--- src/rtl/core/ntwt_pkg.sv ---
// Shared types, constants and the control-store program for the number-to-words block.
package ntwt_pkg;

    localparam int NUMBER_BITS = 31;
    localparam int BCD_DIGITS  = 10;
    localparam int DIGIT_W     = 4;
    localparam int CODE_W      = 5;
    localparam int PC_W        = 5;
    localparam int CNT_W       = $clog2(NUMBER_BITS + 1);

    localparam logic [CODE_W-1:0] CODE_ZERO      = 5'd0;
    localparam logic [CODE_W-1:0] CODE_TEN       = 5'd10;
    localparam logic [CODE_W-1:0] CODE_TENS_BASE = 5'd18;
    localparam logic [CODE_W-1:0] CODE_HUNDRED   = 5'd28;
    localparam logic [CODE_W-1:0] CODE_BILLION   = 5'd31;

    localparam logic [1:0] GRP_BILLIONS  = 2'd0;
    localparam logic [1:0] GRP_MILLIONS  = 2'd1;
    localparam logic [1:0] GRP_THOUSANDS = 2'd2;
    localparam logic [1:0] GRP_UNITS     = 2'd3;

    localparam logic [PC_W-1:0] PC_FLUSH = 5'd22;

    typedef enum logic [2:0] {
        OP_WAIT,
        OP_ZERO,
        OP_HUND,
        OP_HWORD,
        OP_TENS,
        OP_ONES,
        OP_SCALE,
        OP_FLUSH
    } op_t;

    typedef struct packed {
        op_t             op;
        logic [1:0]      grp;
        logic [PC_W-1:0] target;
    } uword_t;

    typedef struct packed {
        logic                                done;
        logic [BCD_DIGITS-1:0][DIGIT_W-1:0] digits;
    } bcd_status_t;

    function automatic uword_t uw(input op_t op, input logic [1:0] grp,
                                  input logic [PC_W-1:0] target);
        uword_t w;
        w.op     = op;
        w.grp    = grp;
        w.target = target;
        return w;
    endfunction

    // Control store: one word per step; each group walks the same five steps.
    function automatic uword_t ucode(input logic [PC_W-1:0] pc);
        uword_t w;
        unique case (pc)
            5'd0:    w = uw(OP_WAIT,  GRP_BILLIONS,  '0);
            5'd1:    w = uw(OP_ZERO,  GRP_BILLIONS,  PC_FLUSH);
            5'd2:    w = uw(OP_HUND,  GRP_BILLIONS,  '0);
            5'd3:    w = uw(OP_HWORD, GRP_BILLIONS,  '0);
            5'd4:    w = uw(OP_TENS,  GRP_BILLIONS,  '0);
            5'd5:    w = uw(OP_ONES,  GRP_BILLIONS,  '0);
            5'd6:    w = uw(OP_SCALE, GRP_BILLIONS,  '0);
            5'd7:    w = uw(OP_HUND,  GRP_MILLIONS,  '0);
            5'd8:    w = uw(OP_HWORD, GRP_MILLIONS,  '0);
            5'd9:    w = uw(OP_TENS,  GRP_MILLIONS,  '0);
            5'd10:   w = uw(OP_ONES,  GRP_MILLIONS,  '0);
            5'd11:   w = uw(OP_SCALE, GRP_MILLIONS,  '0);
            5'd12:   w = uw(OP_HUND,  GRP_THOUSANDS, '0);
            5'd13:   w = uw(OP_HWORD, GRP_THOUSANDS, '0);
            5'd14:   w = uw(OP_TENS,  GRP_THOUSANDS, '0);
            5'd15:   w = uw(OP_ONES,  GRP_THOUSANDS, '0);
            5'd16:   w = uw(OP_SCALE, GRP_THOUSANDS, '0);
            5'd17:   w = uw(OP_HUND,  GRP_UNITS,     '0);
            5'd18:   w = uw(OP_HWORD, GRP_UNITS,     '0);
            5'd19:   w = uw(OP_TENS,  GRP_UNITS,     '0);
            5'd20:   w = uw(OP_ONES,  GRP_UNITS,     '0);
            5'd21:   w = uw(OP_SCALE, GRP_UNITS,     '0);
            default: w = uw(OP_FLUSH, GRP_UNITS,     '0);
        endcase
        return w;
    endfunction

endpackage

--- src/rtl/core/ntwt_bcd.sv ---
// Shift-and-add-3 binary to BCD converter, one input bit per cycle.
module ntwt_bcd
    import ntwt_pkg::*;
(
    input  logic                   clk,
    input  logic                   rst_n,
    input  logic                   start,
    input  logic [NUMBER_BITS-1:0] bin,
    output bcd_status_t            status
);

    logic                              run_reg, run_next;
    logic [CNT_W-1:0]                  cnt_reg, cnt_next;
    logic [NUMBER_BITS-1:0]            bin_reg, bin_next;
    logic [BCD_DIGITS*DIGIT_W-1:0]     dig_reg, dig_next;
    logic [BCD_DIGITS*DIGIT_W-1:0]     adj;

    always_comb
    begin
        for (int i = 0; i < BCD_DIGITS; i++)
        begin
            if (dig_reg[i*DIGIT_W +: DIGIT_W] >= 4'd5)
                adj[i*DIGIT_W +: DIGIT_W] = dig_reg[i*DIGIT_W +: DIGIT_W] + 4'd3;
            else
                adj[i*DIGIT_W +: DIGIT_W] = dig_reg[i*DIGIT_W +: DIGIT_W];
        end
    end

    always_comb
    begin
        run_next = run_reg;
        cnt_next = cnt_reg;
        bin_next = bin_reg;
        dig_next = dig_reg;
        if (start)
        begin
            run_next = 1'b1;
            cnt_next = '0;
            bin_next = bin;
            dig_next = '0;
        end
        else if (run_reg)
        begin
            dig_next = {adj[BCD_DIGITS*DIGIT_W-2:0], bin_reg[NUMBER_BITS-1]};
            bin_next = bin_reg << 1;
            cnt_next = cnt_reg + CNT_W'(1);
            if (cnt_reg == CNT_W'(NUMBER_BITS - 1))
                run_next = 1'b0;
        end
    end

    always_ff @(posedge clk or negedge rst_n)
    begin
        if (!rst_n)
        begin
            run_reg <= 1'b0;
            cnt_reg <= '0;
        end
        else
        begin
            run_reg <= run_next;
            cnt_reg <= cnt_next;
        end
    end

    always_ff @(posedge clk)
    begin
        bin_reg <= bin_next;
        dig_reg <= dig_next;
    end

    assign status.done   = !run_reg;
    assign status.digits = dig_reg;

endmodule

--- src/rtl/core/number_to_word_tokens.sv ---
// Flow: a number is taken only while idle; the serial BCD conversion runs first, then the
// 23-step control program emits the words, and output stalls hold the program. The last
// word is marked with last_word when the program reaches its flush step.
// Reset: rst_n clears the sequencer, the word buffer and the output valid at once.
module number_to_word_tokens
    import ntwt_pkg::*;
(
    input  logic                   clk,
    input  logic                   rst_n,
    input  logic                   in_valid,
    output logic                   in_ready,
    input  logic [NUMBER_BITS-1:0] number,
    output logic                   out_valid,
    input  logic                   out_ready,
    output logic [CODE_W-1:0]      word_code,
    output logic                   last_word
);

    bcd_status_t         bcd;
    uword_t              ctrl;
    logic                accept;
    logic                busy_reg, busy_next;
    logic [PC_W-1:0]     pc_reg, pc_next;
    logic                pend_valid_reg, pend_valid_next;
    logic [CODE_W-1:0]   pend_code_reg, pend_code_next;
    logic                out_valid_reg, out_valid_next;
    logic [CODE_W-1:0]   out_code_reg, out_code_next;
    logic                out_last_reg, out_last_next;
    logic [DIGIT_W-1:0]  dh, dt, dd;
    logic                num_zero;
    logic                emit;
    logic [CODE_W-1:0]   code;
    logic                push_pend;
    logic                out_free;
    logic                advance;

    assign accept   = in_valid && in_ready;
    assign in_ready = !busy_reg;

    ntwt_bcd u_bcd
    (
        .clk    (clk),
        .rst_n  (rst_n),
        .start  (accept),
        .bin    (number),
        .status (bcd)
    );

    assign ctrl     = ucode(pc_reg);
    assign num_zero = (bcd.digits == '0);

    // The billions group holds a single digit; its hundreds and tens read as zero.
    always_comb
    begin
        unique case (ctrl.grp)
            GRP_BILLIONS:
            begin
                dh = '0;
                dt = '0;
                dd = bcd.digits[9];
            end
            GRP_MILLIONS:
            begin
                dh = bcd.digits[8];
                dt = bcd.digits[7];
                dd = bcd.digits[6];
            end
            GRP_THOUSANDS:
            begin
                dh = bcd.digits[5];
                dt = bcd.digits[4];
                dd = bcd.digits[3];
            end
            default:
            begin
                dh = bcd.digits[2];
                dt = bcd.digits[1];
                dd = bcd.digits[0];
            end
        endcase
    end

    always_comb
    begin
        emit = 1'b0;
        code = CODE_ZERO;
        unique case (ctrl.op)
            OP_ZERO:
            begin
                emit = num_zero;
                code = CODE_ZERO;
            end
            OP_HUND:
            begin
                emit = (dh != '0);
                code = {1'b0, dh};
            end
            OP_HWORD:
            begin
                emit = (dh != '0);
                code = CODE_HUNDRED;
            end
            OP_TENS:
            begin
                if (dt >= 4'd2)
                begin
                    emit = 1'b1;
                    code = CODE_TENS_BASE + {1'b0, dt};
                end
                else if (dt == 4'd1)
                begin
                    emit = 1'b1;
                    code = CODE_TEN + {1'b0, dd};
                end
            end
            OP_ONES:
            begin
                emit = (dt != 4'd1) && (dd != '0);
                code = {1'b0, dd};
            end
            OP_SCALE:
            begin
                emit = ((dh | dt | dd) != '0) && (ctrl.grp != GRP_UNITS);
                code = CODE_BILLION - {3'b000, ctrl.grp};
            end
            default:
            begin
                emit = 1'b0;
                code = CODE_ZERO;
            end
        endcase
    end

    // One word is held back so that the final word of a run can be marked.
    assign out_free  = !out_valid_reg || out_ready;
    assign push_pend = (emit && pend_valid_reg) || (ctrl.op == OP_FLUSH);
    assign advance   = busy_reg && !(push_pend && !out_free)
                       && !(ctrl.op == OP_WAIT && !bcd.done);

    always_comb
    begin
        busy_next       = busy_reg;
        pc_next         = pc_reg;
        pend_valid_next = pend_valid_reg;
        pend_code_next  = pend_code_reg;
        if (accept)
        begin
            busy_next = 1'b1;
            pc_next   = '0;
        end
        else if (advance)
        begin
            if (ctrl.op == OP_FLUSH)
            begin
                busy_next       = 1'b0;
                pend_valid_next = 1'b0;
            end
            else if (emit)
            begin
                pend_valid_next = 1'b1;
                pend_code_next  = code;
            end
            if (ctrl.op == OP_ZERO && num_zero)
                pc_next = ctrl.target;
            else
                pc_next = pc_reg + PC_W'(1);
        end
    end

    always_comb
    begin
        out_valid_next = out_valid_reg;
        out_code_next  = out_code_reg;
        out_last_next  = out_last_reg;
        if (advance && push_pend)
        begin
            out_valid_next = 1'b1;
            out_code_next  = pend_code_reg;
            out_last_next  = (ctrl.op == OP_FLUSH);
        end
        else if (out_ready)
        begin
            out_valid_next = 1'b0;
        end
    end

    always_ff @(posedge clk or negedge rst_n)
    begin
        if (!rst_n)
        begin
            busy_reg       <= 1'b0;
            pc_reg         <= '0;
            pend_valid_reg <= 1'b0;
            out_valid_reg  <= 1'b0;
        end
        else
        begin
            busy_reg       <= busy_next;
            pc_reg         <= pc_next;
            pend_valid_reg <= pend_valid_next;
            out_valid_reg  <= out_valid_next;
        end
    end

    always_ff @(posedge clk)
    begin
        pend_code_reg <= pend_code_next;
        out_code_reg  <= out_code_next;
        out_last_reg  <= out_last_next;
    end

    assign out_valid = out_valid_reg;
    assign word_code = out_code_reg;
    assign last_word = out_last_reg;

    a_idle_no_pending: assert property (@(posedge clk) disable iff (!rst_n)
        !busy_reg |-> !pend_valid_reg)
        else $error("held word left over while idle");

    a_pc_in_range: assert property (@(posedge clk) disable iff (!rst_n)
        busy_reg |-> (pc_reg <= PC_FLUSH))
        else $error("step counter ran past the program");

    a_start_program: assert property (@(posedge clk) disable iff (!rst_n)
        accept |=> (busy_reg && pc_reg == '0))
        else $error("program did not start at step zero");

    a_flush_marks_last: assert property (@(posedge clk) disable iff (!rst_n)
        (advance && ctrl.op == OP_FLUSH) |=> (out_valid_reg && out_last_reg && !busy_reg))
        else $error("final word not marked at end of run");

endmodule
--- config.mk ---
export PLATFORM = sky130hd
export DESIGN_NAME = number_to_word_tokens
export DESIGN_NICKNAME = d
export VERILOG_FILES = /design/src/rtl/core/ntwt_pkg.sv /design/src/rtl/core/ntwt_bcd.sv /design/src/rtl/core/number_to_word_tokens.sv
export SDC_FILE = /design/constraint.sdc
export NUM_CORES = 1
export LEC_CHECK = 0
export ABC_AREA = 1
export BUFFER_PORTS_ARGS = -buffer_cell sky130_fd_sc_hd__buf_2
export CORE_MARGIN = 3
export CORE_UTILIZATION = 35
export CTS_CLUSTER_DIAMETER = 200
export DETAILED_ROUTE_END_ITERATION = 6
export SKIP_LAST_GASP = 1
export SLEW_MARGIN = 20
export SYNTH_ARGS = -nofsm -noshare
export SYNTH_HDL_FRONTEND = slang
export SYNTH_SLANG_ARGS = --single-unit
export TNS_END_PERCENT = 1
--- constraint.sdc ---
create_clock -name clk -period 4.9 [get_ports clk]
set_clock_uncertainty 0.1 [all_clocks]
set_input_delay 0.98 -clock clk [delete_from_list [all_inputs] [get_ports clk]]
set_output_delay 0.98 -clock clk [all_outputs]
set_load 0.01 [all_outputs]
# == After elaboration in Yosys (flattened, before gate mapping) ==
# Memories as Yosys holds them, arrays and structs flattened.
# Cells that the tools add are included.
# word_totals
reg_bits,96
elab_cells,123
ram_bits,0
latch_bits,0
rom_bits,256
mem_count,1
# memory_table
memory,words,width,rd,rd_ports_with_merged_regs,write_ports,line_no,source
(no name shown),32,8,1,0,0,ntwt_pkg.sv:58,unique case (pc)
# op_classes
n_reduce_logical,32
div,0
multipliers,0
shifts,0
n_addsub,15
magnitude_cmp,11
eq_ne,13
muxes,36
bitwise,4
# ops
op,count
two-way mux 31 bit,2
>= comparator 4 x 3 -> 1 bit (second input constant),10
logical NOT 40 bit,1
adder 4 x 2 -> 4 bit (second input constant),9
two-way mux 4 bit,9
one-hot mux 4 bit (3 select lines),3
two-way mux 5 bit,7
one-hot mux 5 bit (5 select lines),1
== test 3 bit (second input constant),4
two-way mux 1 bit,12
nonzero test 4 bit,3
adder 5 x 1 -> 5 bit (second input constant),2
logical AND 1 bit,10
nonzero test 2 bit,5
OR 4 bit,2
== test 3 x 2 -> 1 bit (second input constant),2
adder 4 x 4 -> 5 bit (first input constant),1
adder 5 x 4 -> 5 bit (first input constant),1
== test 5 bit (second input constant),1
logical NOT 1 bit,5
one-hot mux 1 bit (5 select lines),1
== test 4 x 1 -> 1 bit (second input constant),1
>= comparator 4 x 2 -> 1 bit (second input constant),1
!= test 4 x 1 -> 1 bit (second input constant),1
15 further kinds,17

# == Longest topological paths before layout ==
# An unclocked memory read counts as a cell.
# logic_depth
depth_word,16
ltp_mapped,19
depth_no_buf,19

# == By module ==
# Synthesis repeated with hierarchy kept, for this count alone.
# unflattened
hier_cells,793
hier_area_um2,5891.9
# modules_own_cells
mod,n_inst,cells_per_inst,area_each_um2
ntwt_bcd,1,499,3896.2
number_to_word_tokens,1,294,1995.7

# == Worst setup path after synthesis ==
# Ideal clock, no wire load.
# synth_timing
path_type,in2reg
startpoint,input port in_valid
endpoint,"register u_bcd.bin_reg[0], enable pin"
setup_slack_ns,1.998
setup_ns,0.408
path_stages,4
path_buffers,2
required_time_ns,4.392
arrival_time_ns,2.395
path_cell_list,nand2_1 clkbuf_1 nand2_1 clkbuf_1
# synth_via
elab_chain_cells,2
# synth_lines
element,line_no,source
from (decl),number_to_word_tokens.sv:10,"input logic in_valid,"
logical AND 1 bit,number_to_word_tokens.sv:37,assign accept = in_valid && in_ready;
nonzero test 2 bit (no source line),n/a,
to (signal assigned),ntwt_bcd.sv:68,bin_reg <= bin_next;
to (decl),ntwt_bcd.sv:14,"logic [NUMBER_BITS-1:0] bin_reg, bin_next;"
# No other way between the ends.
# A chain may end at the register's enable or synchronous reset.

# == Final worst setup path ==
# layout_timing
startpoint,register u_bcd.run_reg
endpoint,"register u_bcd.bin_reg[5], enable pin"
# layout_via
elab_chain_cells,1
# layout_lines
element,line_no,source
from (decl),ntwt_bcd.sv:12,"logic run_reg, run_next;"
from (signal assigned),ntwt_bcd.sv:61,run_reg <= run_next;
nonzero test 2 bit (no source line),n/a,
# No other way between the ends.

==> metrics <==
Final Hold Vio Count 0; hold buffer count at CTS 0; Synth Warn # 0; crit path time final 2.984 ns; most frequent cells in the layout nand2_1, inv_1, o21ai_0, nand3_1; Worst setup SP type flop; library cells used by synthesis 44; root buffer cell clkbuf_16; max reg flops 40; Synth area leaders edfxtp_1, dfxtp_1, nand2_1; antenna violations before repair 0; XOR/XNOR share of the synthesized area 0.01771; Peak VDD IR 309.9 uV; first drt pass iteration count 5; worst slack at placement 1.939 ns; CP arrival 2.90 ns; Post-Synthesis Cells 736; CP startpoint u_bcd.run_reg; clock slew seen by the registers of the worst setup and hold paths 0.06 ns; number of synthesized flops with an enable pin 42; status complete, no violations; final instance area 0.006619 mm2; hold_sp pend_code_reg[4]; Hold Crit Depth 0; n_diodes 0; cell area power density 734.9 mW/mm2; Highest Clock Rate 335.1 MHz; setup ws final 1.916 ns; layout cells sized above 1 0.1617; dpl hpwl 10.26 mm; post-synthesis mux area share 0; worst path cell trace inv_1 -> nand2_2 -> buf_4; Critical Path RT 4.81 ns; Ports 43; CTS tree done; Async SR Flop Fraction 0.1458; Slew headroom 0.4706; Syn Nets 810; DRC Markers 0; Hold EP word_code[4]; leading area contributor after synthesis edfxtp_1; Top FF cell, synth edfxtp_1; port buffer count 42; placed inst area 0.006310 mm2; period utilization 0.6091; Setup TNS 0 ns; H-tree Lvls 3; fin util 0.4078; total grt overflow 0; Post-Synth Simple-Gate Area 0.2741; setup violators final 0; Core ar. 0.01623 mm2; Hold Crit Class reg -> reg; Vias/cell 4.990; Critical R2R Launch u_bcd.run_reg; Yosys top cell area share 0.2125; mapped cell area 0.005934 mm2; cells on worst reg2reg path 3; final cell count without fillers 989; worst-skew pair later-pin latency 0.35 ns; Slew @ Worst Pin 0.7941 ns; clock buffer depth 2; Final ANT Viol Nets 0; Synth Area in Compound Gates 0.1343; #FFs+latches synth 96; first-pass GRT wire length 23.40 mm; CP max-delay cell dfrtp_1; die height 136.2 um; vias in the first global route 4,664; Avg Synthesized Cell Area 8.063 um2; reg2reg setup slack 1.92 ns; unrepaired setup endpoints after global routing false; CTS buffer count 9; routed len/inst 14.50 um; post-CTS setup buffers 0; main combinational cell family by area after synthesis simple AND/OR/NAND/NOR gates; adder-cell share of the synthesized area 0.08223; max-slew violations 0; DIE AREA 0.01855 mm2; area delta synth->final 11.53%; Post-CTS Resized 0; largest stage delay on the critical path 0.86 ns; Num Clock Sinks 96; via count 4,935; largest net degree at the start of global routing 56; leak pwr 3.088 nW; WL final 14.34 mm; Nets 842; Die Wd 136.2 um; commonest non-fill, non-tap cell in the layout nand2_1; max-cap viol count 0; Cells after DPL 973; Worst Setup End Kind flop; post-synthesis sequential area ratio 0.4065; CP Class reg -> reg; Initial Utilization 0.3656; GRT Overall Usage 0.1577; DR iter-0 viols 405; FP Rows 46; Reg-to-Reg End u_bcd.bin_reg[5]; RePlAce Congestion 0.9083; crit path max fanout 33
-- layer usage --
metal,global-route usage,up-vias,routed length [um]
met5,0,-,0
met2,0.2449,122,6441
met1,0.2210,2281,7078
met3,0.03146,19,625
met4,0.04983,0,193
li1,-,2513,-
-- cells in the mapped netlist (14+ instances only) --
| master | number |
|---|---|
| a21oi_1 | 25 |
| clkbuf_1 | 16 |
| dfrtp_1 | 14 |
| dfxtp_1 | 40 |
| edfxtp_1 | 42 |
| ha_1 | 39 |
| inv_1 | 88 |
| nand2_1 | 186 |
| nand3_1 | 47 |
| nand4_1 | 14 |
| nor2_1 | 37 |
| o21ai_0 | 49 |
| o22ai_1 | 20 |
-- cell type report --
type / count / area [um2]
clock buffers: 11 / 275.3
multi-input cells: 519 / 3022
flip-flops and latches: 96 / 2412
inverters: 96 / 365.4
fillers: 1650 / 9612
repair buffers: 46 / 240.2
clock inverters: 5 / 33.78
well taps: 216 / 270.3
-- kinds of logic (layout without fill, tap and decap cells) --
group	Yosys count	count (layout)
AO/OA/AOI/OAI	130	130
XOR/XNOR	12	12
adder cells (fa/ha/maj)	39	39
buffers and inverters	121	158
flip-flops	96	96
AND/OR/NAND/NOR	338	338
-- critical path, delay by kind of cell, from the launching register on --
kind	cells	cell delay, ns
buffers and inverters	2	0.95
flip-flops	1	0.86
AND/OR/NAND/NOR	1	0.72
-- through the flow --
stage	hold slack, ns	power, mW
6_report	0.3232	4.864
5_1_grt	0.3352	5.318
4_1_cts	0.3274	4.878
3_5_place_dp	0.3109	4.125
3_3_place_gp	0.3037	4.119
2_1_floorplan	0.3003	3.528
-- power breakdown --
group	internal (mW)	leakage (nW)	switching, mW
combinational	0.880	1.99	1.61
clock	0.406	0.150	0.316
sequential	1.33	0.947	0.328
-- worst max path at each step --
| stage | endpoint | cells past startpoint |
|---|---|---|
| after floorplan | u_bcd.bin_reg[0] | 4 |
| after global placement | pend_code_reg[2] | 16 |
| after detailed placement | pend_code_reg[2] | 16 |
| after CTS | pend_code_reg[2] | 16 |
| after global routing | pend_code_reg[3] | 16 |
| final | u_bcd.bin_reg[5] | 3 |
Power figures use the tool's default switching activity.
